**config.mk**
```make
export PLATFORM = sky130hd
export DESIGN_NAME = cteg_regs
export DESIGN_NICKNAME = d
export VERILOG_FILES = /design/src/rtl/core/cteg_pkg.sv /design/src/rtl/core/cteg_regs.sv
export SDC_FILE = /design/constraint.sdc
export NUM_CORES = 1
export LEC_CHECK = 0
export BUFFER_PORTS_ARGS = -buffer_cell sky130_fd_sc_hd__buf_4
export CAP_MARGIN = 5
export CORE_UTILIZATION = 37
export DETAILED_ROUTE_END_ITERATION = 7
export GPL_ROUTABILITY_DRIVEN = 1
export GPL_TIMING_DRIVEN = 0
export PLACE_DENSITY = 0.79
export SKIP_CTS_REPAIR_TIMING = 1
export SYNTH_ARGS = -nofsm -noshare
export SYNTH_HDL_FRONTEND = slang
export SYNTH_SLANG_ARGS = --single-unit
```
**constraint.sdc**
```tcl
create_clock -name clk -period 1 [get_ports clk]
set_input_delay 0.1 -clock clk [delete_from_list [all_inputs] [get_ports clk]]
set_output_delay 0.1 -clock clk [all_outputs]
set_load 0.01 [all_outputs]
```
**src/rtl/core/cteg_pkg.sv**
```systemverilog
package cteg_pkg;

  // Character number before reduction modulo the character count
  localparam int CH_W   = 15;
  localparam int SIDE_W = 4;

  localparam logic [3:0] OP_RDBYTE = 4'd0;
  localparam logic [3:0] OP_WRBYTE = 4'd1;
  localparam logic [3:0] OP_GETPEN = 4'd2;
  localparam logic [3:0] OP_SETPEN = 4'd3;
  localparam logic [3:0] OP_INVERT = 4'd4;
  localparam logic [3:0] OP_CLEAR  = 4'd5;
  localparam logic [3:0] OP_FLIPH  = 4'd6;
  localparam logic [3:0] OP_FLIPV  = 4'd7;
  localparam logic [3:0] OP_ROTATE = 4'd8;
  localparam logic [3:0] OP_SHL    = 4'd9;
  localparam logic [3:0] OP_SHR    = 4'd10;
  localparam logic [3:0] OP_SHU    = 4'd11;
  localparam logic [3:0] OP_SHD    = 4'd12;

  localparam logic [1:0] REG_MODE   = 2'd0;
  localparam logic [1:0] REG_WIDTH  = 2'd1;
  localparam logic [1:0] REG_HEIGHT = 2'd2;
  localparam logic [1:0] REG_STRIDE = 2'd3;

  typedef enum logic [1:0] {
    CL_NONE,
    CL_BYTE,
    CL_PIXEL,
    CL_TILE
  } cls_t;

  typedef enum logic [4:0] {
    S_CLEAR,
    S_IDLE,
    S_DECODE,
    S_ADDR_A,
    S_ADDR_B,
    S_ADDR_C,
    S_RED,
    S_BYTE,
    S_BYTE_WAIT,
    S_PIX_RD,
    S_PIX_WAIT,
    S_G_RD,
    S_G_WAIT,
    S_S_RD,
    S_S_WAIT,
    S_S_WR,
    S_FINISH
  } state_t;

  typedef struct packed {
    logic              multicolor;
    logic [SIDE_W-1:0] width;
    logic [SIDE_W-1:0] height;
    logic [7:0]        stride;
  } cfg_t;

  typedef struct packed {
    logic latch;
    logic clear_wr;
    logic addr_a;
    logic addr_b;
    logic addr_c;
    logic load_ba;
    logic red_step;
    logic set_err;
    logic byte_wr;
    logic byte_cap;
    logic pix_eval;
    logic g_wr;
    logic walk_step;
    logic walk_clr;
    logic to_scatter;
    logic k_clr;
    logic k_step;
    logic s_cap;
    logic s_wr;
    logic out_load;
  } ctl_t;

  typedef struct packed {
    cls_t cls;
    logic rot_bad;
    logic is_rd;
    logic red_last;
    logic clr_last;
    logic scatter;
    logic r_last;
    logic char_last;
    logic k_last;
  } sts_t;

endpackage

```
**src/rtl/core/cteg_regs.sv**
```systemverilog
module cteg_regs import cteg_pkg::*; (
  input  logic        clk,
  input  logic        rst,
  input  logic        psel,
  input  logic        penable,
  input  logic        pwrite,
  input  logic [3:0]  paddr,
  input  logic [31:0] pwdata,
  output logic [31:0] prdata,
  output logic        pready,
  output cfg_t        cfg
);

  logic       wr;
  logic [1:0] idx;

  assign pready = 1'b1;
  assign wr     = psel && penable && pwrite;
  assign idx    = paddr[3:2];

  always_ff @(posedge clk) begin
    if (rst) begin
      cfg.multicolor <= 1'b0;
      cfg.width      <= SIDE_W'(1);
      cfg.height     <= SIDE_W'(1);
      cfg.stride     <= 8'd1;
    end else if (wr) begin
      case (idx)
        REG_MODE:   cfg.multicolor <= pwdata[0];
        REG_WIDTH:  cfg.width      <= pwdata[SIDE_W-1:0];
        REG_HEIGHT: cfg.height     <= pwdata[SIDE_W-1:0];
        REG_STRIDE: cfg.stride     <= pwdata[7:0];
        default: ;
      endcase
    end
  end

  always_comb begin
    case (idx)
      REG_MODE:   prdata = {31'd0, cfg.multicolor};
      REG_WIDTH:  prdata = {{(32-SIDE_W){1'b0}}, cfg.width};
      REG_HEIGHT: prdata = {{(32-SIDE_W){1'b0}}, cfg.height};
      REG_STRIDE: prdata = {24'd0, cfg.stride};
      default:    prdata = 32'd0;
    endcase
  end

endmodule

```
==> impl_metrics.yaml <==
grt:
  gr-usage-all-layers: 0.146
  first_global_vias: 862
  number_of_antenna_violations_at_the_first_check_in_global_routing: 0
  global_route_wire_length_before_repair_um: 3650
  largest_net_degree_at_the_start_of_global_routing: 11
  grt_overflow: 0
logic_synthesis:
  synth_most_common_cell: "sky130_fd_sc_hd__buf_4"
  ys_async_sr_fraction: 0
  synth.top_cells.by_count: "sky130_fd_sc_hd__buf_4, sky130_fd_sc_hd__nand2b_1, sky130_fd_sc_hd__dfxtp_1"
  post_synth_main_area_contributors: "sky130_fd_sc_hd__dfxtp_1, sky130_fd_sc_hd__buf_4, sky130_fd_sc_hd__mux2i_1"
  yosys_warnings: 0
  syn_avg_cell_area_um2: 9.47
  netlist.top_cell.by_area: "sky130_fd_sc_hd__dfxtp_1"
  synth_top_area_frac: 0.324
  synth_cell_types: 22
  post_synth_instance_area_mm2: 0.00105
  cells_after_synthesis: 111
  synth_seq_cells: 17
  synth_flop_cell: "sky130_fd_sc_hd__dfxtp_1"
  number_of_flops_mapped_to_enable_cells_by_yosys: 0
  synth_seq_area_share: 0.324
layout:
  n_antenna_cell: 0
  area.growth.synth_to_final_pct: 52.0
  finish.utilization: 0.617
  max_flop_register: "cfg"
  nets: 224
  largest_register_ff_count: 17
  filler_cell_count_in_the_final_layout: 217
  share_of_final_layout_standard_cells_stronger_than_drive_strength_1: 0.522
  fin_area_mm2: 0.00160
  top_regs: "cfg: 17 flops"
  multi_input_area_um2: 594
  area_taken_by_flip_flops_and_latches_um2: 355
setup_path:
  critical_path.max_fanout: 3
  criticalPathCategory: "flop to output pin"
  cp_data_required_time_ns: 0.90
  setup.worst_path.end_class: "output pin"
  worst_setup_path_start_kind: "flop"
  r2r_setup_slack_ns: 0.27
  critical_path_arrival_ns: 1.22
  worstRegToRegCells: 3
sta:
  finalMaxSlewViolations: 0
  finalHoldViolations: 0
  post_route_clock_period_utilization: 1.32
  worst_clock_skew_ns: 0
  rsz0062_at_grt: "true"
  report.final.setup_viol: 6
  fmax_mhz: 758
  min_period_ns: 1.32
  final.setup.worst_slack_ns: -0.320
placement:
  dp_hpwl_um: 1790
  post_dp_cell_area_mm2: 0.00147
  gp_congestion: 0.695
  io_buffer_count: 39
clock_network:
  cts_tree: "built"
  clockRootBuffer: "sky130_fd_sc_hd__clkbuf_4"
  clock_latency_ns: 0.29
  tritoncts.num_buffers: 3
  max_clock_buf_depth: 2
  clkSlewWorstSetupHoldPaths_ns: 0.10
  clock_sink_count: 17
  cts.htree.levels: 1
drt:
  dr.pass1.iters: 4
  drtAntennaViolNets: 0
  drc_errors: 0
  vias: 937
  route.final.wire_length_um: 2350
  route.detailed.wl_per_inst_um: 11.1
  detail_route.vias_per_cell: 4.42
  initialDrtViolationCount: 10
floorplanning:
  placementRows: 18
  starting_density_of_the_core: 0.406
  floorplan.io_pins: 91
  floorplan.die_area_mm2: 0.00306
  die_y_um: 55.3
  die_x_um: 55.3
  core_mm2: 0.00259
power_and_ir_drop:
  power.density_cell_area_mw_per_mm2: 852
  total_leakage_power_nw: 0.841
  vdd.ir_drop.worst_v: 0.000662
status:
  violations_in_the_final_reports: "setup timing"
  result_of_the_run: "complete, but fails checks"
run:
  max_cap_violations: 0
worst_hold_path:
  worst_hold_path_type: "input pin to flop"
  hold-path-cell-count: 3
power by group:
part | switching, mW | total, mW | internal [mW]
logic | 0.133 | 0.298 | 0.165
registers | 0.00652 | 0.693 | 0.686
clock network | 0.214 | 0.369 | 0.155
kinds of logic (layout without fill, tap and decap cells):
logic type,count (synthesis),count (layout),share of synthesized area
buf+inv,30,78,0.206
simple gates,37,37,0.220
compound gates,5,5,0.0369
other cells,2,25,0.00715
flops,17,17,0.324
mux,20,20,0.206
layout make-up:
class,instances,area share
clock buffer,4,0.0164
buffer,30,0.135
multi-input combinational,87,0.372
timing repair buffer,44,0.230
sequential,17,0.222
tap,30,0.0235
metrics by stage:
stage	power [mW]	hold WS (ns)	instances	setup slack, ns	TNS (ns)
final	1.36	0.0713	212	-0.320	-1.25
after global routing	1.42	0.0777	212	-0.357	-1.56
after CTS	1.35	0.0766	207	-0.338	-1.49
after detailed placement	0.993	0.396	203	-0.229	-0.737
after global placement	0.987	0.370	203	-0.210	-0.634
after floorplan	0.903	0.255	134	0.0708	0
path summary, 6_finish.rpt:
| check | from | end |
|---|---|---|
| hold / removal | pwdata[4] | cfg[4] |
| setup reg to reg | cfg[0] | cfg[0] |
| setup / recovery | cfg[16] | prdata[0] |
| hold reg to reg | cfg[16] | cfg[16] |
worst max-delay path, stage by stage, from the launching register on:
cell and delay, ns:
sky130_fd_sc_hd__dfxtp_2 0.34, sky130_fd_sc_hd__mux4_2 0.45, sky130_fd_sc_hd__buf_6 0.14
layout by cell type (no fill, tap or decap), drive strengths merged:
master  synthesis  final
buf            28     72
or4b            1      1
nor2            4      4
nand2b         20     20
and2            1      1
mux2i          16     16
clkbuf          2      6
o31ai           1      1
dfxtp          17     17
a22o            3      3
mux2            3      3
and2b           1      1
nand2           1      1
mux4            1      1
conb            2     25
a21oi           1      1
nand3b          1      1
and3            6      6
nand3           2      2
routing by layer:
layer | global-route usage | routed length [µm]
met2 | 0.258 | 1260
met4 | 0.0571 | 8
met3 | 0.0351 | 157
met5 | 0 | 0
met1 | 0.167 | 923
Power figures use the tool's default switching activity.
