### src/rtl/core/cteg_pkg.sv
package cteg_pkg;

  // Character number before reduction modulo the character count
  localparam int CH_W   = 15;
  localparam int SIDE_W = 4;

  localparam logic [3:0] OP_RDBYTE = 4'd0;
  localparam logic [3:0] OP_WRBYTE = 4'd1;
  localparam logic [3:0] OP_GETPEN = 4'd2;
  localparam logic [3:0] OP_SETPEN = 4'd3;
  localparam logic [3:0] OP_INVERT = 4'd4;
  localparam logic [3:0] OP_CLEAR  = 4'd5;
  localparam logic [3:0] OP_FLIPH  = 4'd6;
  localparam logic [3:0] OP_FLIPV  = 4'd7;
  localparam logic [3:0] OP_ROTATE = 4'd8;
  localparam logic [3:0] OP_SHL    = 4'd9;
  localparam logic [3:0] OP_SHR    = 4'd10;
  localparam logic [3:0] OP_SHU    = 4'd11;
  localparam logic [3:0] OP_SHD    = 4'd12;

  localparam logic [1:0] REG_MODE   = 2'd0;
  localparam logic [1:0] REG_WIDTH  = 2'd1;
  localparam logic [1:0] REG_HEIGHT = 2'd2;
  localparam logic [1:0] REG_STRIDE = 2'd3;

  typedef enum logic [1:0] {
    CL_NONE,
    CL_BYTE,
    CL_PIXEL,
    CL_TILE
  } cls_t;

  typedef enum logic [4:0] {
    S_CLEAR,
    S_IDLE,
    S_DECODE,
    S_ADDR_A,
    S_ADDR_B,
    S_ADDR_C,
    S_RED,
    S_BYTE,
    S_BYTE_WAIT,
    S_PIX_RD,
    S_PIX_WAIT,
    S_G_RD,
    S_G_WAIT,
    S_S_RD,
    S_S_WAIT,
    S_S_WR,
    S_FINISH
  } state_t;

  typedef struct packed {
    logic              multicolor;
    logic [SIDE_W-1:0] width;
    logic [SIDE_W-1:0] height;
    logic [7:0]        stride;
  } cfg_t;

  typedef struct packed {
    logic latch;
    logic clear_wr;
    logic addr_a;
    logic addr_b;
    logic addr_c;
    logic load_ba;
    logic red_step;
    logic set_err;
    logic byte_wr;
    logic byte_cap;
    logic pix_eval;
    logic g_wr;
    logic walk_step;
    logic walk_clr;
    logic to_scatter;
    logic k_clr;
    logic k_step;
    logic s_cap;
    logic s_wr;
    logic out_load;
  } ctl_t;

  typedef struct packed {
    cls_t cls;
    logic rot_bad;
    logic is_rd;
    logic red_last;
    logic clr_last;
    logic scatter;
    logic r_last;
    logic char_last;
    logic k_last;
  } sts_t;

endpackage

### src/rtl/core/cteg_ctrl.sv
module cteg_ctrl import cteg_pkg::*; (
  input  logic clk,
  input  logic rst,
  input  logic cmd_valid,
  output logic cmd_ready,
  output logic rsp_valid,
  input  logic rsp_ready,
  input  sts_t sts,
  output ctl_t ctl
);

  state_t state;
  state_t state_next;

  always_ff @(posedge clk) begin
    if (rst) begin
      state     <= S_CLEAR;
      rsp_valid <= 1'b0;
    end else begin
      state <= state_next;
      if (ctl.out_load) begin
        rsp_valid <= 1'b1;
      end else if (rsp_ready) begin
        rsp_valid <= 1'b0;
      end
    end
  end

  assign cmd_ready = (state == S_IDLE);

  always_comb begin
    ctl        = '0;
    state_next = state;
    case (state)
      S_CLEAR: begin
        ctl.clear_wr = 1'b1;
        if (sts.clr_last) state_next = S_IDLE;
      end
      S_IDLE: begin
        if (cmd_valid) begin
          ctl.latch  = 1'b1;
          state_next = S_DECODE;
        end
      end
      S_DECODE: begin
        case (sts.cls)
          CL_BYTE: begin
            ctl.load_ba = 1'b1;
            state_next  = S_RED;
          end
          CL_PIXEL: state_next = S_ADDR_A;
          CL_TILE: begin
            if (sts.rot_bad) begin
              ctl.set_err = 1'b1;
              state_next  = S_FINISH;
            end else begin
              ctl.walk_clr = 1'b1;
              state_next   = S_ADDR_A;
            end
          end
          default: state_next = S_FINISH;
        endcase
      end
      S_ADDR_A: begin
        ctl.addr_a = 1'b1;
        state_next = S_ADDR_B;
      end
      S_ADDR_B: begin
        ctl.addr_b = 1'b1;
        state_next = S_ADDR_C;
      end
      S_ADDR_C: begin
        ctl.addr_c = 1'b1;
        state_next = S_RED;
      end
      S_RED: begin
        ctl.red_step = 1'b1;
        if (sts.red_last) begin
          case (sts.cls)
            CL_BYTE:  state_next = S_BYTE;
            CL_PIXEL: state_next = S_PIX_RD;
            CL_TILE: begin
              if (sts.scatter) begin
                ctl.k_clr  = 1'b1;
                state_next = S_S_RD;
              end else begin
                state_next = S_G_RD;
              end
            end
            default: state_next = S_FINISH;
          endcase
        end
      end
      S_BYTE: begin
        if (sts.is_rd) begin
          state_next = S_BYTE_WAIT;
        end else begin
          ctl.byte_wr = 1'b1;
          state_next  = S_FINISH;
        end
      end
      S_BYTE_WAIT: begin
        ctl.byte_cap = 1'b1;
        state_next   = S_FINISH;
      end
      S_PIX_RD: state_next = S_PIX_WAIT;
      S_PIX_WAIT: begin
        ctl.pix_eval = 1'b1;
        state_next   = S_FINISH;
      end
      S_G_RD: state_next = S_G_WAIT;
      S_G_WAIT: begin
        ctl.g_wr      = 1'b1;
        ctl.walk_step = 1'b1;
        if (sts.r_last && sts.char_last) begin
          ctl.walk_clr   = 1'b1;
          ctl.to_scatter = 1'b1;
          state_next     = S_ADDR_A;
        end else if (sts.r_last) begin
          state_next = S_ADDR_A;
        end else begin
          state_next = S_G_RD;
        end
      end
      S_S_RD: state_next = S_S_WAIT;
      S_S_WAIT: begin
        ctl.s_cap  = 1'b1;
        ctl.k_step = 1'b1;
        state_next = sts.k_last ? S_S_WR : S_S_RD;
      end
      S_S_WR: begin
        ctl.s_wr      = 1'b1;
        ctl.walk_step = 1'b1;
        ctl.k_clr     = 1'b1;
        if (sts.r_last && sts.char_last) begin
          state_next = S_FINISH;
        end else if (sts.r_last) begin
          state_next = S_ADDR_A;
        end else begin
          state_next = S_S_RD;
        end
      end
      S_FINISH: begin
        if (!rsp_valid || rsp_ready) begin
          ctl.out_load = 1'b1;
          state_next   = S_IDLE;
        end
      end
      default: state_next = S_IDLE;
    endcase
  end

  // one word in flight at a time
  a_one_at_a_time: assert property (@(posedge clk) disable iff (rst)
    cmd_valid && cmd_ready |=> !cmd_ready)
    else $error("new word taken while one is in flight");

  a_no_overwrite: assert property (@(posedge clk) disable iff (rst)
    ctl.out_load |-> (!rsp_valid || rsp_ready))
    else $error("result register overwritten before it was taken");

  a_clear_quiet: assert property (@(posedge clk) disable iff (rst)
    state == S_CLEAR |-> !rsp_valid && !cmd_ready)
    else $error("activity during the clearing pass");

endmodule

### config.mk
export PLATFORM = sky130hd
export DESIGN_NAME = cteg_ctrl
export DESIGN_NICKNAME = d
export VERILOG_FILES = /design/src/rtl/core/cteg_pkg.sv /design/src/rtl/core/cteg_ctrl.sv
export SDC_FILE = /design/constraint.sdc
export NUM_CORES = 1
export LEC_CHECK = 0
export BUFFER_PORTS_ARGS = -buffer_cell sky130_fd_sc_hd__buf_2
export CORE_AREA = 2 2 49 51
export DETAILED_ROUTE_END_ITERATION = 6
export DIE_AREA = 0 0 51 53
export HOLD_SLACK_MARGIN = 0.06
export PLACE_DENSITY = 0.59
export SYNTH_ARGS = -nofsm -noshare
export SYNTH_HDL_FRONTEND = slang
export SYNTH_SLANG_ARGS = --single-unit
### constraint.sdc
create_clock -name clk -period 3.3 [get_ports clk]
set_clock_uncertainty 0.05 [all_clocks]
set_input_delay 0.66 -clock clk [delete_from_list [all_inputs] [get_ports clk]]
set_output_delay 0.66 -clock clk [all_outputs]
set_load 0.02 [all_outputs]
==> impl_metrics.ini <==
[cts]
clock-root-buffer = clkbuf_4
cts_resized = 0
clk_latency_ns = 0.23
cts_tree = done
clockBufferDepth = 2
cts_buffers = 3
cts_setup_buffers = 0
clock-sinks = 6
htree_levels = 1
hold_buffers = 0
clk_pin_slew_ns = 0.04

[synthesis]
syn_inst = 106
post_synth.cell_area_avg_um2 = 6.870
synth_edf_count = 0
synth-seq-area-share_pct = 16.49
ys.flop_type = dfxtp_1
yosys_warnings = 0
synth_seq_cells = 6
yosysTopAreaCell = dfxtp_1
synthTopCellsByArea = dfxtp_1 (16%), nand2_1 (5.2%), nand2b_1 (5.2%), nor2_1 (4.6%), inv_1 (3.6%)
synth_cell_types = 40
syn_area_um2 = 728.2
syn-num-nets = 120
synth-async-reset-ratio_pct = 0
synthDominantCellAreaShare_pct = 16.49

[floorplanning]
fp.dieArea_um2 = 2703
num_rows = 17
initial_core_util_pct = 33.90
die_h_um = 53
die_w_um = 51
num_io_pins = 36
core_area_um2 = 2148

[placed_design]
port_buffers = 35
dp_hpwl_um = 1591
place.gp.congestion = 0.8055

[critical_path]
endpoint_kind = primary output
arrival_ns = 1.96
path_class = flip-flop to primary output
critical_path_depth = 4
path_buf_inv = 1
slowest_stage = dfxtp_1
crit_required_ns = 2.59
max_stage_delay_ns = 0.59
rr_worst_depth = 4
cp_max_fo = 15
cp_top_family = simple AND/OR/NAND/NOR gates
start_kind = flip-flop
cp_cell_sequence = nor3b_1, nand3_1, o32ai_1, buf_2

[power]
power.density_nw_per_um2 = 215.3
peakVddDrop_uv = 126.6
p_leak_nw = 0.4655
p_total_mw = 0.1948

[cells_and_area]
n_antenna_cell = 0
fill_cells = 246
area_growth_syn_to_layout_pct = 24.23
drive_gt1_share_pct = 32.09
finalNetCount = 150

[global_routing]
grt_pass1_vias = 728
grt_start_max_net_pins = 23
grt_antenna_before_repair = 0
overflow = 0
grt_pass1_wl_um = 3256
grt_usage_pct = 15.51

[sta]
drv_slew = 0
finalHoldViolations = 0
fin_crit_ns = 2.665
max_clock_freq_mhz = 375.2
setup_tns_ns = 0
rsz0062_at_grt = false
relSlewSlack_pct = 57.63
fin_crit_sh_pct = 80.77
setup_viol = 0
worst_pin_slew_ns = 0.6348

[drt]
drt_iter0_drc = 44
drc = 0
routedWlPerCell_um = 12.54
dr.pass1.iters = 5
vias_per_cell = 5.395
finalWirelength_um = 2032
route.vias.total = 874
postRouteAntennaNets = 0

[worst_hold_path]
hold_path_class = flip-flop to flip-flop
whs_path_depth = 2

[status]
status = complete, no violations

[run]
max_cap_violations = 0
[power breakdown]
part           total, mW  switching [mW]  leakage (nW)  internal [mW]
Sequential        0.0815         0.00697        0.0486         0.0745
Combinational     0.0491          0.0277         0.403         0.0214
Clock             0.0642          0.0232        0.0138         0.0409
Total              0.195          0.0580         0.465          0.137
[cell usage in the layout, fill, tap and decap left out, types with 3 or more instances in the layout]
master	netlist	final
clkbuf_4	0	3
dfxtp_1	6	6
a21oi_1	4	4
nor2b_1	4	4
nor2_1	9	9
nand2_1	10	10
buf_2	3	35
or3_1	3	3
inv_1	7	7
nand2b_1	6	6
a31oi_1	3	3
nor3_1	5	5
nand4_1	3	3
nand3_1	4	4
[registers in the layout, indices dropped and copies added, names as in the netlist]
signal,count
rsp_valid,1
state,5
[layer usage]
layer  routed length, µm  track usage [%]  up-vias
met4                   0            1.351        0
met3                 181            2.542        0
met1                 917            22.37      376
met2                 933            24.89       49
li1                    -                -      449
met5                   0                0        -
[cell families after synthesis]
logic type | after synthesis | synth area share, %
AOI/OAI and AO/OA | 26 | 27.84
buffers and inverters | 17 | 11.34
and+or+nand+nor | 57 | 44.33
DFF | 6 | 16.50
[synth_stat cells, types with 2 or more instances]
master,number
a211oi_1,2
a21boi_0,2
a21oi_1,4
a31oi_1,3
buf_2,3
buf_4,2
clkbuf_1,4
dfxtp_1,6
inv_1,7
nand2_1,10
nand2b_1,6
nand3_1,4
nand3b_1,2
nand4_1,3
nor2_1,9
nor2b_1,4
nor3_1,5
nor4_1,2
o21ai_0,2
o311a_1,2
o32ai_1,2
or3_1,3
or4_1,2
[cell type report]
cell class | instances | area [µm²] | area share, %
Clock buffer | 3 | 22.52 | 2.490
Sequential cell | 6 | 120.1 | 13.28
Multi-Input combinational cell | 83 | 525.5 | 58.09
Timing Repair Buffer | 35 | 175.2 | 19.36
Inverter | 7 | 26.28 | 2.905
Tap cell | 28 | 35.03 | 3.873
[worst reg2reg max path: cells and delay by family (launching register included)]
kind             cells  cell delay, ns
flip-flops           1            0.72
AO/OA/AOI/OAI        2            0.52
AND/OR/NAND/NOR      2            0.61
[path summary, 6_finish.rpt]
path / startpoint / endpoint / slack, ns
worst max-delay path: state[1] / ctl[6] / 0.63
worst min register to register: rsp_valid / rsp_valid / 0.50
worst max register to register: state[3] / state[2] / 1.32
worst min-delay path: rsp_valid / rsp_valid / 0.50
[per-stage QoR]
step | setup slack (ns) | hold slack [ns] | util [%] | cells | area [µm²]
final | 0.6347 | 0.5024 | 42.11 | 162 | 904.6
after detailed placement | 0.9032 | 0.5006 | 41.06 | 159 | 882.1
after global routing | 0.4487 | 0.5417 | 42.11 | 162 | 904.6
after floorplan | 0.9601 | 0.5505 | - | 106 | 728.2
after global placement | 0.9705 | 0.4873 | 41.06 | 159 | 882.1
after CTS | 0.6505 | 0.5079 | 42.11 | 162 | 904.6
Power figures use the tool's default switching activity.
